[src/rtl/lirs_pkg.sv]
// ---------------------------------------------------------------------------
// lirs_pkg
// Types, constants and helpers of the linear interpolation resampler.
// ---------------------------------------------------------------------------
package lirs_pkg;

  localparam int unsigned SAMPLE_W = 16;
  localparam int unsigned PHASE_W  = 21;
  localparam int unsigned FRAC_W   = 16;
  localparam int unsigned ADDR_W   = 3;
  localparam int unsigned DATA_W   = 32;

  localparam logic [PHASE_W-1:0] ONE_Q16    = 21'h10000;
  localparam logic [PHASE_W-1:0] STEP_MIN   = 21'd1024;
  localparam logic [PHASE_W-1:0] STEP_MAX   = 21'd1048576;
  localparam logic [PHASE_W-1:0] STEP_RESET = 21'h10000;

  // Register index, taken from paddr bit 2 (word addressing).
  localparam logic REG_STEP = 1'b0;
  localparam logic REG_MONO = 1'b1;

  typedef logic signed [SAMPLE_W-1:0] sample_t;

  // Control from the sequencer to a bit-serial multiply unit.
  typedef struct packed {
    logic start;
    logic shift;
  } mac_ctrl_t;

  function automatic logic [PHASE_W-1:0] clamp_step(input logic [PHASE_W-1:0] v);
    logic [PHASE_W-1:0] r;
    r = v;
    if (v < STEP_MIN) r = STEP_MIN;
    if (v > STEP_MAX) r = STEP_MAX;
    return r;
  endfunction

endpackage

[src/rtl/lirs_in_if.sv]
// ---------------------------------------------------------------------------
// lirs_in_if
// Source frame channel: valid/ready with a stereo sample pair per beat.
// ---------------------------------------------------------------------------
interface lirs_in_if import lirs_pkg::*; ();
  logic    valid;
  logic    ready;
  sample_t left_sample;
  sample_t right_sample;

  modport source (output valid, output left_sample, output right_sample, input ready);
  modport sink   (input valid, input left_sample, input right_sample, output ready);
endinterface

[src/rtl/lirs_out_if.sv]
// ---------------------------------------------------------------------------
// lirs_out_if
// Output frame channel: valid/ready with an interpolated pair per beat.
// ---------------------------------------------------------------------------
interface lirs_out_if import lirs_pkg::*; ();
  logic    valid;
  logic    ready;
  sample_t out_left;
  sample_t out_right;
  logic    last_of_run;

  modport source (output valid, output out_left, output out_right, output last_of_run,
                  input ready);
  modport sink   (input valid, input out_left, input out_right, input last_of_run,
                  output ready);
endinterface

[src/rtl/lirs_mac.sv]
// ---------------------------------------------------------------------------
// lirs_mac
// Bit-serial interpolator: prev + floor((cur - prev) * frac / 2^16),
// one fraction bit per shift.
// ---------------------------------------------------------------------------
module lirs_mac import lirs_pkg::*; (
  input  logic              clk,
  input  mac_ctrl_t         ctrl,
  input  sample_t           prev_in,
  input  sample_t           cur_in,
  input  logic [FRAC_W-1:0] frac_in,
  output sample_t           sample_out
);

  logic signed [SAMPLE_W:0]   diff_r, diff_nxt;
  sample_t                    base_r, base_nxt;
  logic signed [SAMPLE_W+1:0] hi_r, hi_nxt;
  logic [FRAC_W-1:0]          lo_r, lo_nxt;
  logic signed [SAMPLE_W+1:0] sum;

  always_comb begin
    sum      = hi_r + (lo_r[0] ? {diff_r[SAMPLE_W], diff_r} : '0);
    diff_nxt = diff_r;
    base_nxt = base_r;
    hi_nxt   = hi_r;
    lo_nxt   = lo_r;
    if (ctrl.start) begin
      diff_nxt = {cur_in[SAMPLE_W-1], cur_in} - {prev_in[SAMPLE_W-1], prev_in};
      base_nxt = prev_in;
      hi_nxt   = '0;
      lo_nxt   = frac_in;
    end else if (ctrl.shift) begin
      // shift the partial product right, arithmetic on the high half
      hi_nxt = {sum[SAMPLE_W+1], sum[SAMPLE_W+1:1]};
      lo_nxt = {sum[0], lo_r[FRAC_W-1:1]};
    end
  end

  always_ff @(posedge clk) begin
    diff_r <= diff_nxt;
    base_r <= base_nxt;
    hi_r   <= hi_nxt;
    lo_r   <= lo_nxt;
  end

  // high half is the floored quotient; the result always lies between prev and cur
  assign sample_out = base_r + hi_r[SAMPLE_W-1:0];

endmodule

[src/rtl/linear_interp_resampler.sv]
// ---------------------------------------------------------------------------
// linear_interp_resampler
// Stereo linear-interpolation resampler with a programmable phase step.
// ---------------------------------------------------------------------------
// Each accepted source frame yields zero to 64 output frames. The first frame
// after reset or after any register write only loads the previous-frame
// registers. For later frames, while the Q5.16 phase is below one, the block
// emits prev + floor((cur - prev) * phase / 2^16) per channel and adds
// step_q16 to the phase; then it drops one from the phase and keeps the frame
// as the previous one. Both channels go through bit-serial multipliers that
// take one phase bit per cycle; each output frame takes one load, sixteen
// multiply steps and one hand-off to the output register, which waits until
// that register is free. A frame with results holds the input side until its
// last result is handed off; a priming frame or a frame that yields no result
// leaves the input side ready. The last result of a frame waits in the output
// register while the next frame is accepted. Registers (APB, word aligned):
// step_q16 at 0x0, clamped on write to 1024..1048576, and mono_source at 0x4,
// which copies the left sample to the right one. Write only while idle.
// ---------------------------------------------------------------------------
module linear_interp_resampler import lirs_pkg::*; (
  input  logic              clk,
  input  logic              rst_n,
  lirs_in_if.sink           in_bus,
  lirs_out_if.source        out_bus,
  input  logic              psel,
  input  logic              penable,
  input  logic              pwrite,
  input  logic [ADDR_W-1:0] paddr,
  input  logic [DATA_W-1:0] pwdata,
  output logic [DATA_W-1:0] prdata,
  output logic              pready
);

  // Sequencer states
  localparam logic [1:0] ST_IDLE  = 2'd0;  // take a frame
  localparam logic [1:0] ST_START = 2'd1;  // load the multipliers
  localparam logic [1:0] ST_MUL   = 2'd2;  // one phase bit per cycle
  localparam logic [1:0] ST_PUT   = 2'd3;  // move the pair into the output register

  localparam logic [3:0] MUL_LAST = 4'(FRAC_W - 1);

  logic [1:0]         state_r, state_nxt;
  logic [3:0]         cnt_r, cnt_nxt;
  logic [PHASE_W-1:0] step_r, step_nxt;
  logic               mono_r, mono_nxt;
  logic [PHASE_W-1:0] phase_r, phase_nxt;
  logic               primed_r, primed_nxt;
  sample_t            prev_left_r, prev_left_nxt;
  sample_t            prev_right_r, prev_right_nxt;
  sample_t            cur_left_r, cur_left_nxt;
  sample_t            cur_right_r, cur_right_nxt;
  logic               out_valid_r, out_valid_nxt;
  sample_t            out_left_r, out_left_nxt;
  sample_t            out_right_r, out_right_nxt;
  logic               out_last_r, out_last_nxt;

  mac_ctrl_t          mac_ctrl;
  sample_t            mac_left, mac_right;
  sample_t            src_right;
  logic [PHASE_W-1:0] phase_sum;
  logic               phase_ge_one;
  logic               sum_ge_one;
  logic               in_beat;
  logic               cfg_wr;
  logic               out_free;
  logic               put_beat;

  // ---------------------------------------------------------------- datapath
  lirs_mac u_mac_left (
    .clk        (clk),
    .ctrl       (mac_ctrl),
    .prev_in    (prev_left_r),
    .cur_in     (cur_left_r),
    .frac_in    (phase_r[FRAC_W-1:0]),
    .sample_out (mac_left)
  );

  lirs_mac u_mac_right (
    .clk        (clk),
    .ctrl       (mac_ctrl),
    .prev_in    (prev_right_r),
    .cur_in     (cur_right_r),
    .frac_in    (phase_r[FRAC_W-1:0]),
    .sample_out (mac_right)
  );

  assign in_bus.ready = (state_r == ST_IDLE);
  assign in_beat      = in_bus.valid && in_bus.ready;
  assign cfg_wr       = psel && penable && pwrite;
  assign src_right    = mono_r ? in_bus.left_sample : in_bus.right_sample;

  // phase + step never wraps: phase < 1.0 here and step <= 16.0
  assign phase_sum    = phase_r + step_r;
  assign phase_ge_one = (phase_r[PHASE_W-1:FRAC_W] != '0);
  assign sum_ge_one   = (phase_sum[PHASE_W-1:FRAC_W] != '0);

  // output register frees up when empty or drained in this cycle
  assign out_free = !out_valid_r || out_bus.ready;
  assign put_beat = (state_r == ST_PUT) && out_free;

  assign mac_ctrl.start = (state_r == ST_START);
  assign mac_ctrl.shift = (state_r == ST_MUL);

  // --------------------------------------------------------------- sequencer
  always_comb begin
    state_nxt      = state_r;
    cnt_nxt        = cnt_r;
    step_nxt       = step_r;
    mono_nxt       = mono_r;
    phase_nxt      = phase_r;
    primed_nxt     = primed_r;
    prev_left_nxt  = prev_left_r;
    prev_right_nxt = prev_right_r;
    cur_left_nxt   = cur_left_r;
    cur_right_nxt  = cur_right_r;
    out_left_nxt   = out_left_r;
    out_right_nxt  = out_right_r;
    out_last_nxt   = out_last_r;
    out_valid_nxt  = out_bus.ready ? 1'b0 : out_valid_r;

    case (state_r)
      ST_IDLE: begin
        if (in_beat) begin
          if (!primed_r) begin
            // first frame: load history only
            prev_left_nxt  = in_bus.left_sample;
            prev_right_nxt = src_right;
            primed_nxt     = 1'b1;
          end else if (phase_ge_one) begin
            // no output point inside this interval: advance and drop
            phase_nxt      = phase_r - ONE_Q16;
            prev_left_nxt  = in_bus.left_sample;
            prev_right_nxt = src_right;
          end else begin
            cur_left_nxt  = in_bus.left_sample;
            cur_right_nxt = src_right;
            state_nxt     = ST_START;
          end
        end
      end
      ST_START: begin
        cnt_nxt   = '0;
        state_nxt = ST_MUL;
      end
      ST_MUL: begin
        cnt_nxt = cnt_r + 4'd1;
        if (cnt_r == MUL_LAST) begin
          state_nxt = ST_PUT;
        end
      end
      ST_PUT: begin
        if (put_beat) begin
          out_valid_nxt = 1'b1;
          out_left_nxt  = mac_left;
          out_right_nxt = mac_right;
          out_last_nxt  = sum_ge_one;
          if (sum_ge_one) begin
            // run is over: drop one whole frame and keep the current one
            phase_nxt      = phase_sum - ONE_Q16;
            prev_left_nxt  = cur_left_r;
            prev_right_nxt = cur_right_r;
            state_nxt      = ST_IDLE;
          end else begin
            phase_nxt = phase_sum;
            state_nxt = ST_START;
          end
        end
      end
      default: begin
        state_nxt = ST_IDLE;
      end
    endcase

    // register write: update and restart the stream
    if (cfg_wr) begin
      if (paddr[2] == REG_STEP) begin
        step_nxt = clamp_step(pwdata[PHASE_W-1:0]);
      end else begin
        mono_nxt = pwdata[0];
      end
      phase_nxt      = '0;
      primed_nxt     = 1'b0;
      prev_left_nxt  = '0;
      prev_right_nxt = '0;
    end
  end

  always_ff @(posedge clk) begin
    if (!rst_n) begin
      state_r      <= ST_IDLE;
      cnt_r        <= '0;
      step_r       <= STEP_RESET;
      mono_r       <= 1'b0;
      phase_r      <= '0;
      primed_r     <= 1'b0;
      prev_left_r  <= '0;
      prev_right_r <= '0;
      out_valid_r  <= 1'b0;
    end else begin
      state_r      <= state_nxt;
      cnt_r        <= cnt_nxt;
      step_r       <= step_nxt;
      mono_r       <= mono_nxt;
      phase_r      <= phase_nxt;
      primed_r     <= primed_nxt;
      prev_left_r  <= prev_left_nxt;
      prev_right_r <= prev_right_nxt;
      out_valid_r  <= out_valid_nxt;
    end
  end

  // payload: no reset
  always_ff @(posedge clk) begin
    cur_left_r  <= cur_left_nxt;
    cur_right_r <= cur_right_nxt;
    out_left_r  <= out_left_nxt;
    out_right_r <= out_right_nxt;
    out_last_r  <= out_last_nxt;
  end

  // ----------------------------------------------------------------- outputs
  assign out_bus.valid       = out_valid_r;
  assign out_bus.out_left    = out_left_r;
  assign out_bus.out_right   = out_right_r;
  assign out_bus.last_of_run = out_last_r;

  // register readback; zero-extend to the bus width
  always_comb begin
    if (paddr[2] == REG_MONO) begin
      prdata = {{(DATA_W-1){1'b0}}, mono_r};
    end else begin
      prdata = {{(DATA_W-PHASE_W){1'b0}}, step_r};
    end
  end

  assign pready = 1'b1;

endmodule

[src/flat_wrapper.sv]
// flat-port wrapper written by rule: the top's interface ports become plain ports
module linear_interp_resampler_flat import lirs_pkg::*;
  (clk, rst_n, psel, penable, pwrite, paddr, pwdata, prdata, pready, in_bus_valid, in_bus_left_sample, in_bus_right_sample, in_bus_ready, out_bus_valid, out_bus_out_left, out_bus_out_right, out_bus_last_of_run, out_bus_ready);
  lirs_in_if in_bus_i ();
  lirs_out_if out_bus_i ();
  input  logic clk;
  input  logic rst_n;
  input  logic psel;
  input  logic penable;
  input  logic pwrite;
  input  logic [ADDR_W-1:0] paddr;
  input  logic [DATA_W-1:0] pwdata;
  output logic [DATA_W-1:0] prdata;
  output logic pready;
  input wire logic [$bits(in_bus_i.valid)-1:0] in_bus_valid;
  input wire logic [$bits(in_bus_i.left_sample)-1:0] in_bus_left_sample;
  input wire logic [$bits(in_bus_i.right_sample)-1:0] in_bus_right_sample;
  output wire logic [$bits(in_bus_i.ready)-1:0] in_bus_ready;
  output wire logic [$bits(out_bus_i.valid)-1:0] out_bus_valid;
  output wire logic [$bits(out_bus_i.out_left)-1:0] out_bus_out_left;
  output wire logic [$bits(out_bus_i.out_right)-1:0] out_bus_out_right;
  output wire logic [$bits(out_bus_i.last_of_run)-1:0] out_bus_last_of_run;
  input wire logic [$bits(out_bus_i.ready)-1:0] out_bus_ready;
  assign in_bus_i.valid = in_bus_valid;
  assign in_bus_i.left_sample = in_bus_left_sample;
  assign in_bus_i.right_sample = in_bus_right_sample;
  assign in_bus_ready = in_bus_i.ready;
  assign out_bus_valid = out_bus_i.valid;
  assign out_bus_out_left = out_bus_i.out_left;
  assign out_bus_out_right = out_bus_i.out_right;
  assign out_bus_last_of_run = out_bus_i.last_of_run;
  assign out_bus_i.ready = out_bus_ready;
  linear_interp_resampler u_core (.clk(clk), .rst_n(rst_n), .in_bus(in_bus_i), .out_bus(out_bus_i), .psel(psel), .penable(penable), .pwrite(pwrite), .paddr(paddr), .pwdata(pwdata), .prdata(prdata), .pready(pready));
endmodule
[config.mk]
export PLATFORM = sky130hd
export DESIGN_NAME = linear_interp_resampler_flat
export DESIGN_NICKNAME = d
export VERILOG_FILES = /design/src/rtl/lirs_pkg.sv /design/src/rtl/lirs_in_if.sv /design/src/rtl/lirs_out_if.sv /design/src/rtl/lirs_mac.sv /design/src/rtl/linear_interp_resampler.sv /design/src/flat_wrapper.sv
export SDC_FILE = /design/constraint.sdc
export NUM_CORES = 1
export LEC_CHECK = 0
export ABC_AREA = 1
export BUFFER_PORTS_ARGS = -buffer_cell sky130_fd_sc_hd__buf_2
export CAP_MARGIN = 30
export CORE_MARGIN = 3
export CORE_UTILIZATION = 58
export DETAILED_ROUTE_END_ITERATION = 8
export PLACE_DENSITY = 0.84
export SYNTH_ARGS = -nofsm -noshare
export SYNTH_HDL_FRONTEND = slang
export SYNTH_SLANG_ARGS = --single-unit
[constraint.sdc]
create_clock -name clk -period 4.7 [get_ports clk]
set_input_delay 0.94 -clock clk [delete_from_list [all_inputs] [get_ports clk]]
set_output_delay 0.94 -clock clk [all_outputs]
set_load 0.01 [all_outputs]
[Yosys cells after proc, flatten, opt, wreduce, memory -nomap -nowiden]
Cells that the tools add are included.
Storage, ports and cells
  input port bits: 74
  logic and storage cells: 108
  output and inout bits: 68
  flip-flop bits (word level): 280
Cells by class
  muxes and demuxes: 39
  $add $sub $neg: 10
  order comparisons: 2
  eq/ne operators: 12
  bitwise operators: 3
  reductions and logical operators: 20
Operators with widths (count)
  two-way mux 16 bit: 15
  two-way mux 21 bit: 8
  one-hot mux 16 bit (2 select lines): 2
  one-hot mux 21 bit (2 select lines): 1
  subtractor 21 x 17 -> 21 bit, second input constant: 2
  adder 18 bit: 2
  two-way mux 18 bit: 2
  subtractor 16 x 16 -> 17 bit: 2
  adder 16 bit: 2
  adder 21 bit: 1
  > comparator 21 bit, second input constant: 1
  less-than comparator 21 x 11 -> 1 bit, second input constant: 1
  AND reduction 5 bit: 3
  two-way mux 2 bit: 5
  != test 2 bit, second input constant: 5
  nonzero test 5 bit: 2
  one-hot mux 2 bit (4 select lines): 1
  one-hot mux 4 bit (2 select lines): 1
  AND reduction 2 bit: 4
  adder 4 x 1 -> 4 bit, second input constant: 1
  equality test 2 bit, second input constant: 2
  equality test 4 bit, second input constant: 1
  logical AND 1 bit: 4
  two-way mux 1 bit: 4
  10 further kinds: 14

[Logic depth before layout (Yosys ltp)]
Gate-level depths: netlist of run 1.
  word-level depth: 5
  gate-level depth with buffers: 21
  mapped depth without buffers: 20

[Hierarchy]
A second synthesis of run 1 with hierarchy kept.
Unflattened totals
  cell total of the unflattened synthesis: 2318
  area total of the unflattened synthesis: 17815.8 um2
By module, submodules not included
  linear_interp_resampler: cells an instance 967, times used 1, seq. area each 3613.5 um2, area an instance 7778.7 um2
  lirs_mac at u_core.u_mac_left: cells an instance 679, times used 1, seq. area each 1811.7 um2, area an instance 5049.8 um2
  lirs_mac at u_core.u_mac_right: cells an instance 672, times used 1, seq. area each 1811.7 um2, area an instance 4987.3 um2

[Worst setup path before layout of run 1]
OpenSTA, ideal clock, no wires.
  path type: input-to-reg
  from: input port out_bus_ready
  to: register u_core.phase_r[10]
  required time: 4.584 ns
  library setup time: 0.116 ns
  data arrival time: 3.451 ns
  buffers on the path: 1
  setup slack: 1.132 ns
  stages on the path: 8
  cell sequence: inv_1 > a21oi_1 > nand2_1 > inv_1 > clkbuf_1 > nand2_1 > o211ai_1 > inv_1
On the way
  cells in the longest elaborated chain, start to end: 4
Ends and longest elaborated chain
  start: declaration: RTL line flat_wrapper.sv:23  | input wire logic [$bits(out_bus_i.ready)-1:0] out_bus_ready;
  logical OR 1 bit: RTL line linear_interp_resampler.sv:98  | assign out_free = !out_valid_r || out_bus.ready;
  logical AND 1 bit: RTL line linear_interp_resampler.sv:99  | assign put_beat = (state_r == ST_PUT) && out_free;
  != test 2 x 1 -> 1 bit (no source line)
  AND reduction 5 bit (no source line)
  end signal: assignment: RTL line linear_interp_resampler.sv:204  | phase_r <= phase_nxt;
  end: declaration: RTL line linear_interp_resampler.sv:46  | logic [PHASE_W-1:0] phase_r, phase_nxt;
No other way between the ends.
A chain may end at the register's enable or synchronous reset.

[Worst setup path after layout of run 1]
  from: register u_core.step_r[0]
  to: register u_core.prev_right_r[2]
On the way
  cells in the longest elaborated chain, start to end: 4
Ends and longest elaborated chain
  start: declaration: RTL line linear_interp_resampler.sv:44  | logic [PHASE_W-1:0] step_r, step_nxt;
  start signal: assignment: RTL line linear_interp_resampler.sv:202  | step_r <= step_nxt;
  adder 21 bit: RTL line linear_interp_resampler.sv:93  | assign phase_sum = phase_r + step_r;
  nonzero test 5 bit: RTL line linear_interp_resampler.sv:95  | assign sum_ge_one = (phase_sum[PHASE_W-1:FRAC_W] != '0);
  != test 2 x 1 -> 1 bit (no source line)
  AND reduction 5 bit (no source line)
  end signal: assignment: RTL line linear_interp_resampler.sv:207  | prev_right_r <= prev_right_nxt;
  end: declaration: RTL line linear_interp_resampler.sv:49  | sample_t prev_right_r, prev_right_nxt;
No other way between the ends.

==> reports/qor_table.md, run 1 <==
| Quantity | Value | Unit |
|:---|:---|:---|
| Buffers added on ports | 116 | - |
| Synth Flop Type | sky130_fd_sc_hd__edfxtp_1 | - |
| DP Cell Count | 2519 | - |
| Endpoint class of the critical path | register | - |
| Global placer's final weighted congestion | 0.948 | - |
| Total negative slack for setup checks | 0 | ns |
| Net switching share of the total power | 40.8 | % |
| Type of the worst setup path | reg2reg | - |
| Post-layout power | 11.7 | mW |
| Area share of the leading cell type in the synthesized netlist | 29.6 | % |
| Hold Path Origin | u_core.prev_right_r[13] | - |
| Critical-path cell list | ha_1, inv_1, fa_1, inv_1, nand3_1, nand3_1, nand2_1, nand2_1, nand2_1, nand2_1, nand2_1, nand2_1, ha_1, nand3_4, nor2_8, nand3_2, nand2_4, nand2_1, nand2_1, nor2_1 | - |
| Mean cell area of the mapped netlist | 7.98 | µm² |
| Number of core rows | 61 | - |
| Crit Path Max Fanout | 64 | - |
| Final Instance Count excl. Fillers | 2575 | - |
| Standard cell core area | 27900 | µm² |
| Cell family with most CP delay | simple AND/OR/NAND/NOR gates | - |
| Number of violations of the max-capacitance limit | 0 | - |
| DRC violation count after routing | 0 | - |
| Final hold viol count | 0 | - |
| Area occupied by multi-input gates | 7940 | µm² |
| Slew HR | 38.4 | % |
| Synth unique cells | 45 | - |
| Async set-or-reset flop fraction in the synthesized netlist | 0 | % |
| Detailed Route Iter0 Violations | 1054 | - |
| H-tree depth reported by CTS | 1 | - |
| Startpoint Class | register | - |
| DP Worst Slack | 1.10 | ns |
| Internal power | 6.94 | mW |
| Most frequent cell on the critical path | sky130_fd_sc_hd__nand2_1 | - |
| Area growth syn-to-layout | 11.3 | % |
| GR Overflow Total | 0 | - |
| I/O pin cnt | 142 | - |
| Inserted Diodes | 0 | - |
| Slew of the pin with the lowest slew margin | 0.924 | ns |
| Slowest Stage Delay on Critical Path | 0.52 | ns |
| Post-route cell area | 18400 | µm² |
| Top post-synthesis cells by count | 529 x sky130_fd_sc_hd__nand2_1, 287 x sky130_fd_sc_hd__inv_1, 206 x sky130_fd_sc_hd__nor2_1, 181 x sky130_fd_sc_hd__a21oi_1, 163 x sky130_fd_sc_hd__edfxtp_1 | - |
| Number of sinks on the clock net | 280 | - |
| Maximum vdd drop | 0.000447 | V |
| FF/Latch Area | 7240 | µm² |
| Worst min path class | reg2reg | - |
| Power spent charging and discharging nets | 4.78 | mW |
| Slowest-stage cell, CP | sky130_fd_sc_hd__nand2_4 | - |
| Total detailed-routing wirelength | 38300 | µm |
| Post-synth design cell area | 16500 | µm² |
| Top cells by area, synth | sky130_fd_sc_hd__edfxtp_1 30%, sky130_fd_sc_hd__dfxtp_1 14%, sky130_fd_sc_hd__nand2_1 12% | - |
| Arrival @ worst endpoint | 4.14 | ns |
| Post-route ant nets | 0 | - |
| Power per cell area | 637 | nW/µm² |
| Clock network power share | 20.3 | % |
| Full die area | 30600 | µm² |
| Number of nets in the final layout | 2378 | - |
| Setup violation total in the final timing report | 0 | - |
| Total via count after detailed routing | 13800 | - |
| Setup Skew | 0.00877 | ns |
| Max-slew violation count | 0 | - |
| R2R Setup Slk | 1.0 | ns |
| Initial DRT Pass Iterations | 5 | - |
| Critical Path Start | u_core.step_r[0] | - |
| Horizontal extent of the die | 175 | µm |
| Unrepaired setup endpoints after global routing | no | - |
| Hold buffers post-CTS | 0 | - |
| Number of buffers created by CTS | 30 | - |
| Largest net degree at the start of global routing | 81 | - |
| Synthesized instance count | 2072 | - |
| Startpoint of the worst-slack reg-to-reg timing path | u_core.step_r[0] | - |
| Min Clock Period, post-route | 3.70 | ns |
| Dpl cell area | 17400 | µm² |
| Post-CTS Setup Repair Bufs | 0 | - |
| Global-route wire length before repair | 62800 | µm |
| Clock Root Buffer | sky130_fd_sc_hd__clkbuf_16 | - |
| Fraction of final layout cells with drive strength greater than 1 | 8.69 | % |
| Outcome | complete, no violations | - |
| Final cycle utilization of the critical path | 78.8 | % |
| Cell type with the largest total area after synthesis | sky130_fd_sc_hd__edfxtp_1 | - |
| Gr usage total | 24.9 | % |
| Power share of the sequential group | 34.7 | % |
| Total of fill cells in the finished design | 2337 | - |
| Detail Placement HPWL | 28700 | µm |
| Initial antenna violation count | 0 | - |
| Required time of the critical path | 5.14 | ns |
| Clock tree from TritonCTS | yes | - |
| Initial Utilization | 59.2 | % |
| Logic pwr share | 45.0 | % |
| Most frequent cell after synthesis | sky130_fd_sc_hd__nand2_1 | - |
| Mean routed wirelength per cell | 14.9 | µm |
| Synth warnings | 0 | - |
| Fraction of the core area covered by cells at the end of the flow | 65.9 | % |
| Maximum achievable frequency | 0.270 | GHz |
| Final setup margin | 0.998 | ns |
| CTS clock-pin slew for the worst setup and hold paths | 0.06 | ns |
| Routed via count divided by cell count | 5.37 | - |
| Number of gates resized after cts | 0 | - |
| Worst Hold Margin | 0.430 | ns |
| Clock latency of the later-clocked register in the worst-skew pair | 0.55 | ns |
| Buf+Inv Stages, Crit Path | 2 | - |
| Seq/Total Area, Yosys | 43.8 | % |
| Die height | 175 | µm |
| Flop and latch count out of synthesis | 280 | - |
| Clock Tree Buf Depth | 3 | - |
| Leakage Power | 8.97 | nW |
| Number of global-route vias before repair | 13100 | - |
| Post-synth EDFFs | 163 | - |
-- cells in the final DEF (no fill, tap or decap), types with 31 or more instances in the layout --
master                      instances
sky130_fd_sc_hd__dfxtp_1          117
sky130_fd_sc_hd__edfxtp_1         163
sky130_fd_sc_hd__ha_1             123
sky130_fd_sc_hd__o21ai_0          103
sky130_fd_sc_hd__buf_2            116
sky130_fd_sc_hd__nor2_1           205
sky130_fd_sc_hd__nand3_1           80
sky130_fd_sc_hd__inv_1            286
sky130_fd_sc_hd__nand2_1          529
sky130_fd_sc_hd__xor2_1            60
sky130_fd_sc_hd__clkbuf_16         31
sky130_fd_sc_hd__a21oi_1          180
-- final cells by class --
type                    count  area share (%)
clock buffers              45            4.93
clock inverters            11           0.578
inverters                 288            5.87
multi-input cells        1447            43.1
flip-flops and latches    280            39.3
well taps                 378            2.57
repair buffers            126            3.60
-- power by group through the flow --
stage / sequential (mW) / clock, mW / combinational, mW
after global placement: 4.07 / 0 / 4.95
after detailed placement: 4.10 / 0 / 5.16
after CTS: 4.06 / 2.40 / 5.23
after global routing: 4.12 / 2.51 / 6.04
after floorplan: 3.92 / 0 / 4.21
final: 4.07 / 2.38 / 5.27
-- sequential cells by signal (all words and copies together) (netlist names), 2 cells and up --
name / cells
u_core.u_mac_left.base_r: 16
u_core.step_r: 21
u_core.cur_right_r: 16
u_core.prev_left_r: 16
u_core.out_bus.out_right: 16
u_core.u_mac_right.lo_r: 16
u_core.u_mac_right.hi_r: 17
u_core.phase_r: 21
u_core.u_mac_left.diff_r: 17
u_core.cur_left_r: 16
u_core.state_r: 2
u_core.u_mac_right.diff_r: 17
u_core.u_mac_left.hi_r: 17
u_core.cnt_r: 4
u_core.out_bus.out_left: 16
u_core.u_mac_right.base_r: 16
u_core.prev_right_r: 16
u_core.u_mac_left.lo_r: 16
-- logic make-up (layout without fill, tap and decap cells) --
family          count (synthesis)  count (layout)  synth area share [%]
simple gates                  870             870                  21.3
buf+inv                       355             470                  8.61
compound gates                344             344                  11.2
flops                         280             280                  43.8
fa+ha+maj                     131             131                  10.2
xor+xnor                       90              90                  4.77
other cells                     2              12                0.0454
-- metal layers --
| metal | GRT usage [%] | wire [µm] | up-vias |
|---|---|---|---|
| met2 | 41.1 | 17000 | 505 |
| met1 | 34.6 | 17200 | 6283 |
| met3 | 2.76 | 2860 | 83 |
| li1 | - | - | 6969 |
| met5 | 0 | 0 | - |
| met4 | 8.21 | 1210 | 0 |
-- path summary, 6_finish.rpt --
kind | end | cells past startpoint
min | u_core.u_mac_right.base_r[13] | 0
max reg2reg | u_core.prev_right_r[2] | 20
max | u_core.prev_right_r[2] | 20
min reg2reg | u_core.u_mac_right.base_r[13] | 0
-- worst reg2reg max path: stages (launching register included) --
cell                      delay [ns]
sky130_fd_sc_hd__dfxtp_1        0.41
sky130_fd_sc_hd__ha_1           0.23
sky130_fd_sc_hd__inv_1          0.06
sky130_fd_sc_hd__fa_1           0.40
sky130_fd_sc_hd__inv_1          0.13
sky130_fd_sc_hd__nand3_1        0.08
sky130_fd_sc_hd__nand3_1        0.20
sky130_fd_sc_hd__nand2_1        0.09
sky130_fd_sc_hd__nand2_1        0.11
sky130_fd_sc_hd__nand2_1        0.11
sky130_fd_sc_hd__nand2_1        0.09
sky130_fd_sc_hd__nand2_1        0.06
sky130_fd_sc_hd__nand2_1        0.16
sky130_fd_sc_hd__ha_1           0.26
sky130_fd_sc_hd__nand3_4        0.11
sky130_fd_sc_hd__nor2_8         0.14
sky130_fd_sc_hd__nand3_2        0.11
sky130_fd_sc_hd__nand2_4        0.52
sky130_fd_sc_hd__nand2_1        0.17
sky130_fd_sc_hd__nand2_1        0.10
sky130_fd_sc_hd__nor2_1         0.06
(Power assumes the default switching activity.)
==> inputs of run 2 (changes only) <==
Settings changed: ABC_AREA 1 to 0.
Clock period 4.7 ns to 3.63 ns, I/O delays scaled along.
==> run 2 against run 1 <==
Effect of this change:
- via count is 12% lower
- synthesized cell count shrank 22%
- power grew 20%
- clock skew shrank 0.0025 ns
- largest cell class unchanged
- combinational power up 17%
- routed wire length is 6.5% lower
- first-iteration DRC count decreased by 20%
- hold slack got worse by 0.032 ns
- fmax up 7.9%
- global-route usage decreased by 1.9 points
- core utilization is 0.24 points lower
- non-clock buffer count grew 18
==> reports/qor_table.md, run 2 <==
| Quantity | Value | Unit |
|:---|:---|:---|
| Clock tree from TritonCTS | yes | - |
| Final cycle utilization of the critical path | 94.5 | % |
| Area growth syn-to-layout | 11.2 | % |
| I/O pin cnt | 142 | - |
| Dpl cell area | 17400 | µm² |
| Standard cell core area | 27900 | µm² |
| Arrival @ worst endpoint | 3.91 | ns |
| Required time of the critical path | 4.11 | ns |
| Number of global-route vias before repair | 12100 | - |
| Mean routed wirelength per cell | 16.8 | µm |
| Total of fill cells in the finished design | 2098 | - |
| DRC violation count after routing | 0 | - |
| Number of sinks on the clock net | 280 | - |
| Buffers added on ports | 116 | - |
| Top library cells by usage in the layout, fill and taps aside | 163 x sky130_fd_sc_hd__edfxtp_1, 123 x sky130_fd_sc_hd__inv_1, 122 x sky130_fd_sc_hd__ha_1 | - |
| Hold buffers post-CTS | 0 | - |
| Power share of the sequential group | 36.5 | % |
| Clock Tree Buf Depth | 3 | - |
| Power spent charging and discharging nets | 5.24 | mW |
| Inserted Diodes | 0 | - |
| Internal power | 8.79 | mW |
| Detailed Route Iter0 Violations | 842 | - |
| Total via count after detailed routing | 12200 | - |
| Power per cell area | 767 | nW/µm² |
| Die height | 174 | µm |
| Fraction of the core area covered by cells at the end of the flow | 65.7 | % |
| Area share of the leading cell type in the synthesized netlist | 29.8 | % |
| Logic pwr share | 44.0 | % |
| Type of the worst setup path | reg2reg | - |
| Synth unique cells | 99 | - |
| Global-route wire length before repair | 58500 | µm |
| Outcome | complete, no violations | - |
| Setup Skew | 0.00632 | ns |
| Mean cell area of the mapped netlist | 10.2 | µm² |
| Number of buffers created by CTS | 29 | - |
| Largest net degree at the start of global routing | 73 | - |
| Endpoint class of the critical path | register | - |
| GR Overflow Total | 0 | - |
| Maximum vdd drop | 0.000406 | V |
| Most frequent cell after synthesis | sky130_fd_sc_hd__edfxtp_1 | - |
| Min Clock Period, post-route | 3.43 | ns |
| Top cells by area, synth | sky130_fd_sc_hd__edfxtp_1 30%, sky130_fd_sc_hd__dfxtp_1 14%, sky130_fd_sc_hd__ha_1 9.4% | - |
| Initial DRT Pass Iterations | 5 | - |
| R2R Setup Slk | 0.20 | ns |
| Max-slew violation count | 0 | - |
| Regs by FF count | u_core.phase_r (21), u_core.step_r (21) | - |
| Horizontal extent of the die | 174 | µm |
| Seq/Total Area, Yosys | 44.0 | % |
| Post-synth design cell area | 16400 | µm² |
| Post-synth EDFFs | 163 | - |
| Leakage Power | 7.48 | nW |
| Startpoint Class | register | - |
| Most common cell after layout, fill and taps aside | sky130_fd_sc_hd__edfxtp_1 | - |
| Synth Flop Type | sky130_fd_sc_hd__edfxtp_1 | - |
| Fraction of final layout cells with drive strength greater than 1 | 15.3 | % |
| Net switching share of the total power | 37.4 | % |
| Cell type with the largest total area after synthesis | sky130_fd_sc_hd__edfxtp_1 | - |
| Crit Path Max Fanout | 15 | - |
| Total negative slack for setup checks | 0 | ns |
| Number of core rows | 61 | - |
| Worst Hold Margin | 0.398 | ns |
| Setup violation total in the final timing report | 0 | - |
| Maximum achievable frequency | 0.291 | GHz |
| Gr usage total | 23.1 | % |
| Initial antenna violation count | 0 | - |
| Detail Placement HPWL | 26000 | µm |
| Number of violations of the max-capacitance limit | 0 | - |
| Clock latency of the later-clocked register in the worst-skew pair | 0.54 | ns |
| Post-route cell area | 18300 | µm² |
| Total detailed-routing wirelength | 35900 | µm |
| Slew HR | 50.7 | % |
| Unrepaired setup endpoints after global routing | no | - |
| Clock network power share | 19.5 | % |
| Initial Utilization | 59.0 | % |
| Number of nets in the final layout | 1939 | - |
| Final hold viol count | 0 | - |
| Global placer's final weighted congestion | 0.882 | - |
| Post-route ant nets | 0 | - |
| Top post-synthesis cells by count | 163 x sky130_fd_sc_hd__edfxtp_1, 124 x sky130_fd_sc_hd__ha_1, 123 x sky130_fd_sc_hd__inv_1, 117 x sky130_fd_sc_hd__dfxtp_1, 112 x sky130_fd_sc_hd__nor2_1 | - |
| H-tree depth reported by CTS | 1 | - |
| Clock Root Buffer | sky130_fd_sc_hd__clkbuf_16 | - |
| Routed via count divided by cell count | 5.71 | - |
| Synthesized instance count | 1613 | - |
| Async set-or-reset flop fraction in the synthesized netlist | 0 | % |
| Flop and latch count out of synthesis | 280 | - |
| CTS clock-pin slew for the worst setup and hold paths | 0.06 | ns |
| Worst min path class | in2reg | - |
| Synth warnings | 0 | - |
| Full die area | 30400 | µm² |
| Slew of the pin with the lowest slew margin | 0.739 | ns |
## run 2: cell types whose count changed in the layout (fill, tap and decap cells not counted), sizes merged, moves of 40 or more
cell	delta
nor2b	+59
xnor2	+47
nor2	-84
mux2i	+75
inv	-163
a21oi	-82
xor2	-42
nand2	-430
and2	+58
nand3	-40
## run 2: repair_timing
item                                    in CTS  in global routing
resized for setup                            0                  2
setup buffers                                0                  6
endpoints found under the setup margin       0                 23
## run 2: layer usage
layer  part of all wire, %  routed length, µm  up-vias  GRT usage (%)
met5                     0                  0        -              0
met4                   3.2               1160        0           7.44
met3                   5.0               1810       73           2.93
met2                    49              17600      334           40.6
met1                    43              15300     5794           29.5
li1                      -                  -     5983              -
## run 2: final cells by class
cell class	instances	area [µm²]	share of cell area (%)
Tap cell	378	473	2.59
Multi-Input combinational cell	1155	8420	46.0
Clock buffer	41	791	4.32
Sequential cell	280	7240	39.6
Inverter	124	465	2.54
Timing Repair Buffer	144	833	4.56
Clock inverter	12	71.3	0.390
## run 2: metrics by stage
step / power (mW) / instances / setup slack, ns
floorplan: 9.89 / 1623 / 0.464
detailed placement: 11.2 / 2074 / 0.177
finish: 14.0 / 2134 / 0.199
CTS: 14.0 / 2127 / 0.0240
global route: 15.0 / 2134 / 0.0264
global placement: 10.8 / 2074 / 0.232
## run 2: worst max-delay path, stage by stage, from the launching register on
cell and delay, ns:
sky130_fd_sc_hd__dfxtp_1 0.33, sky130_fd_sc_hd__ha_1 0.24, sky130_fd_sc_hd__inv_1 0.09, sky130_fd_sc_hd__fa_2 0.24, sky130_fd_sc_hd__nor2b_4 0.05, sky130_fd_sc_hd__o31a_4 0.30
sky130_fd_sc_hd__o211ai_4 0.21, sky130_fd_sc_hd__nand3_4 0.10, sky130_fd_sc_hd__a21oi_1 0.17, sky130_fd_sc_hd__xnor2_1 0.17, sky130_fd_sc_hd__inv_1 0.10, sky130_fd_sc_hd__ha_1 0.20
sky130_fd_sc_hd__inv_1 0.12, sky130_fd_sc_hd__a211oi_4 0.08, sky130_fd_sc_hd__a31oi_4 0.28, sky130_fd_sc_hd__buf_12 0.22, sky130_fd_sc_hd__mux2i_2 0.29, sky130_fd_sc_hd__and2_1 0.16
## run 2: final timing paths
kind                                              from                           end  depth (start not counted)
worst min register to register  u_core.prev_right_r[2]  u_core.u_mac_right.base_r[2]                          0
worst min-delay path             in_bus_left_sample[0]          u_core.cur_left_r[0]                          1
worst max register to register       u_core.phase_r[0]        u_core.prev_right_r[1]                         17
worst max-delay path                 u_core.phase_r[0]        u_core.prev_right_r[1]                         17
## run 2: cell families after synthesis
group / count (synthesis) / share of synthesized area [%]
adder cells (fa/ha/maj): 131 / 10.3
flip-flops: 280 / 44.0
AO/OA/AOI/OAI: 340 / 14.3
buffers and inverters: 188 / 5.21
other: 2 / 0.0457
multiplexers: 93 / 5.82
XOR/XNOR: 95 / 5.06
AND/OR/NAND/NOR: 484 / 15.3
## run 2: power by group through the flow
stage | Clock, mW | Combinational (mW) | Sequential [mW]
detailed placement | 0 | 5.95 | 5.20
floorplan | 0 | 4.87 | 5.02
finish | 2.74 | 6.18 | 5.12
global placement | 0 | 5.64 | 5.16
CTS | 2.79 | 6.04 | 5.14
global route | 2.93 | 6.89 | 5.21
==> inputs of run 3 (changes only) <==
Settings changed: CTS_BUF_LIST set to sky130_fd_sc_hd__clkbuf_4 sky130_fd_sc_hd__clkbuf_8 sky130_fd_sc_hd__clkbuf_16.
==> run 3 against run 2 <==
Effect of this change:
- final cell count about the same
- fmax decreased by 0.32%
- combinational power increased by 1%
- clock skew increased by 0.0031 ns
- clock power increased by 3%
- sequential share of layout area decreased by 0.14 points
- critical path type unchanged
==> reports/qor_table.md, run 3 (same netlist as run 2, synthesis figures left out) <==
| Quantity | Value | Unit |
|:---|:---|:---|
| Max-slew violation count | 0 | - |
| FF/Latch Area | 7240 | µm² |
| DP Worst Slack | 0.177 | ns |
| Number of violations of the max-capacitance limit | 0 | - |
| Full die area | 30400 | µm² |
| Outcome | complete, no violations | - |
| Worst reg-to-reg path cell count | 18 | - |
| Type of the worst setup path | reg2reg | - |
| Total via count after detailed routing | 12200 | - |
| Area occupied by multi-input gates | 8420 | µm² |
| Clock tree from TritonCTS | yes | - |
| Required time of the critical path | 4.06 | ns |
| Fraction of the core area covered by cells at the end of the flow | 65.9 | % |
| Initial Utilization | 59.0 | % |
| Mean routed wirelength per cell | 17.0 | µm |
| Routed via count divided by cell count | 5.72 | - |
| Die height | 174 | µm |
| GR Overflow Total | 0 | - |
| Final cycle utilization of the critical path | 94.8 | % |
| Initial DRT Pass Iterations | 6 | - |
| Global placer's final weighted congestion | 0.882 | - |
| Endpoint class of the critical path | register | - |
| Gr usage total | 23.1 | % |
| Initial antenna violation count | 0 | - |
| Final setup margin | 0.187 | ns |
| Slew HR | 51.1 | % |
| Arrival @ worst endpoint | 3.87 | ns |
| Leakage Power | 7.52 | nW |
| Crit Path Max Fanout | 7 | - |
| Regs by FF count | u_core.phase_r (21), u_core.step_r (21) | - |
| Number of core rows | 61 | - |
| Dpl cell area | 17400 | µm² |
| Buffers added on ports | 116 | - |
| R2R Setup Slk | 0.19 | ns |
| Power share of the sequential group | 36.0 | % |
| Number of buffers created by CTS | 29 | - |
| Clock Root Buffer | sky130_fd_sc_hd__clkbuf_16 | - |
| Maximum achievable frequency | 0.290 | GHz |
| Maximum vdd drop | 0.000410 | V |
| H-tree depth reported by CTS | 1 | - |
| Slew of the pin with the lowest slew margin | 0.734 | ns |
| Top library cells by usage in the layout, fill and taps aside | 163 x sky130_fd_sc_hd__edfxtp_1, 123 x sky130_fd_sc_hd__inv_1, 122 x sky130_fd_sc_hd__ha_1 | - |
| Worst min path class | in2reg | - |
| Post-route ant nets | 0 | - |
| Setup violation total in the final timing report | 0 | - |
| Largest net degree at the start of global routing | 73 | - |
| Clock Tree Buf Depth | 3 | - |
| Post-layout power | 14.2 | mW |
| Fraction of final layout cells with drive strength greater than 1 | 15.8 | % |
| Number of sinks on the clock net | 280 | - |
| Clock latency of the later-clocked register in the worst-skew pair | 0.54 | ns |
| Final hold viol count | 0 | - |
| I/O pin cnt | 142 | - |
| Logic pwr share | 44.1 | % |
| Startpoint Class | register | - |
| Clock network power share | 19.9 | % |
| Post-route cell area | 18400 | µm² |
| Net switching share of the total power | 37.2 | % |
| Cells on Worst Hold Path | 1 | - |
| Total detailed-routing wirelength | 36200 | µm |
| Number of nets in the final layout | 1938 | - |
| Min Clock Period, post-route | 3.44 | ns |
| CTS clock-pin slew for the worst setup and hold paths | 0.06 | ns |
| Power per cell area | 775 | nW/µm² |
| Detailed Route Iter0 Violations | 947 | - |
| Number of global-route vias before repair | 12200 | - |
| Power spent charging and discharging nets | 5.29 | mW |
| Standard cell core area | 27900 | µm² |
| Setup Skew | 0.00942 | ns |
| Horizontal extent of the die | 174 | µm |
| Most common cell after layout, fill and taps aside | sky130_fd_sc_hd__edfxtp_1 | - |
| DRC violation count after routing | 0 | - |
| Hold buffers post-CTS | 0 | - |
| Global-route wire length before repair | 58800 | µm |
| Total of fill cells in the finished design | 2081 | - |
| Detail Placement HPWL | 26000 | µm |
| Inserted Diodes | 0 | - |
| Area growth syn-to-layout | 11.6 | % |
| Internal power | 8.93 | mW |
-- run 3: cell count changes in the layout (fill, tap and decap cells not counted) --
cell,change
sky130_fd_sc_hd__buf_16,+1
sky130_fd_sc_hd__buf_4,-3
sky130_fd_sc_hd__clkbuf_1,-10
sky130_fd_sc_hd__clkbuf_16,+1
sky130_fd_sc_hd__clkbuf_4,+10
sky130_fd_sc_hd__mux2i_1,+1
sky130_fd_sc_hd__mux2i_2,-1
-- run 3: final timing paths --
path | startpoint | to
worst max-delay path | u_core.phase_r[0] | u_core.prev_right_r[2]
worst min-delay path | in_bus_left_sample[0] | u_core.cur_left_r[0]
worst max register to register | u_core.phase_r[0] | u_core.prev_right_r[2]
worst min register to register | u_core.prev_right_r[4] | u_core.u_mac_right.base_r[4]
-- run 3: per-layer routing --
layer | GRT usage (%) | up-vias | share of wire, %
met3 | 2.84 | 64 | 5.0
met2 | 40.9 | 353 | 50
li1 | - | 5974 | -
met4 | 7.34 | 0 | 3.0
met1 | 29.6 | 5807 | 42
met5 | 0 | - | 0
-- run 3: repair_timing --
action                                  CTS  global route
endpoints found under the setup margin    0            23
resized for setup                         0             2
setup buffers                             0             4
-- run 3: worst max-delay path, cell delays in order, from the launching register on --
cell	delay (ns)
sky130_fd_sc_hd__dfxtp_1	0.33
sky130_fd_sc_hd__ha_1	0.24
sky130_fd_sc_hd__inv_1	0.09
sky130_fd_sc_hd__fa_2	0.24
sky130_fd_sc_hd__nor2b_4	0.05
sky130_fd_sc_hd__o31a_4	0.30
sky130_fd_sc_hd__o211ai_4	0.26
sky130_fd_sc_hd__nand3_4	0.10
sky130_fd_sc_hd__a21oi_1	0.18
sky130_fd_sc_hd__xnor2_1	0.11
sky130_fd_sc_hd__inv_1	0.10
sky130_fd_sc_hd__ha_1	0.15
sky130_fd_sc_hd__inv_1	0.07
sky130_fd_sc_hd__a211oi_4	0.32
sky130_fd_sc_hd__a31oi_4	0.15
sky130_fd_sc_hd__buf_12	0.18
sky130_fd_sc_hd__clkbuf_16	0.17
sky130_fd_sc_hd__mux2i_1	0.12
sky130_fd_sc_hd__and2_1	0.17
-- run 3: cell type report --
| class | instances | area share (%) |
|---|---|---|
| clock buffers | 41 | 4.51 |
| clock inverters | 12 | 0.389 |
| inverters | 124 | 2.54 |
| multi-input cells | 1155 | 45.9 |
| flip-flops and latches | 280 | 39.4 |
| well taps | 378 | 2.58 |
| repair buffers | 143 | 4.70 |
-- run 3: power groups by stage --
stage	logic (mW)	registers, mW	clock network [mW]
after floorplan	4.87	5.02	0
after global placement	5.64	5.16	0
after detailed placement	5.95	5.20	0
after CTS	6.04	5.14	2.86
after global routing	6.98	5.21	3.00
final	6.27	5.12	2.82
-- run 3: through the flow --
| step | instances | hold WS (ns) | TNS (ns) |
|---|---|---|---|
| after floorplan | 1623 | 0.408 | 0 |
| after global placement | 2074 | 0.416 | 0 |
| after detailed placement | 2074 | 0.425 | 0 |
| after CTS | 2127 | 0.382 | 0 |
| after global routing | 2133 | 0.393 | -0.00281 |
| final | 2133 | 0.398 | 0 |
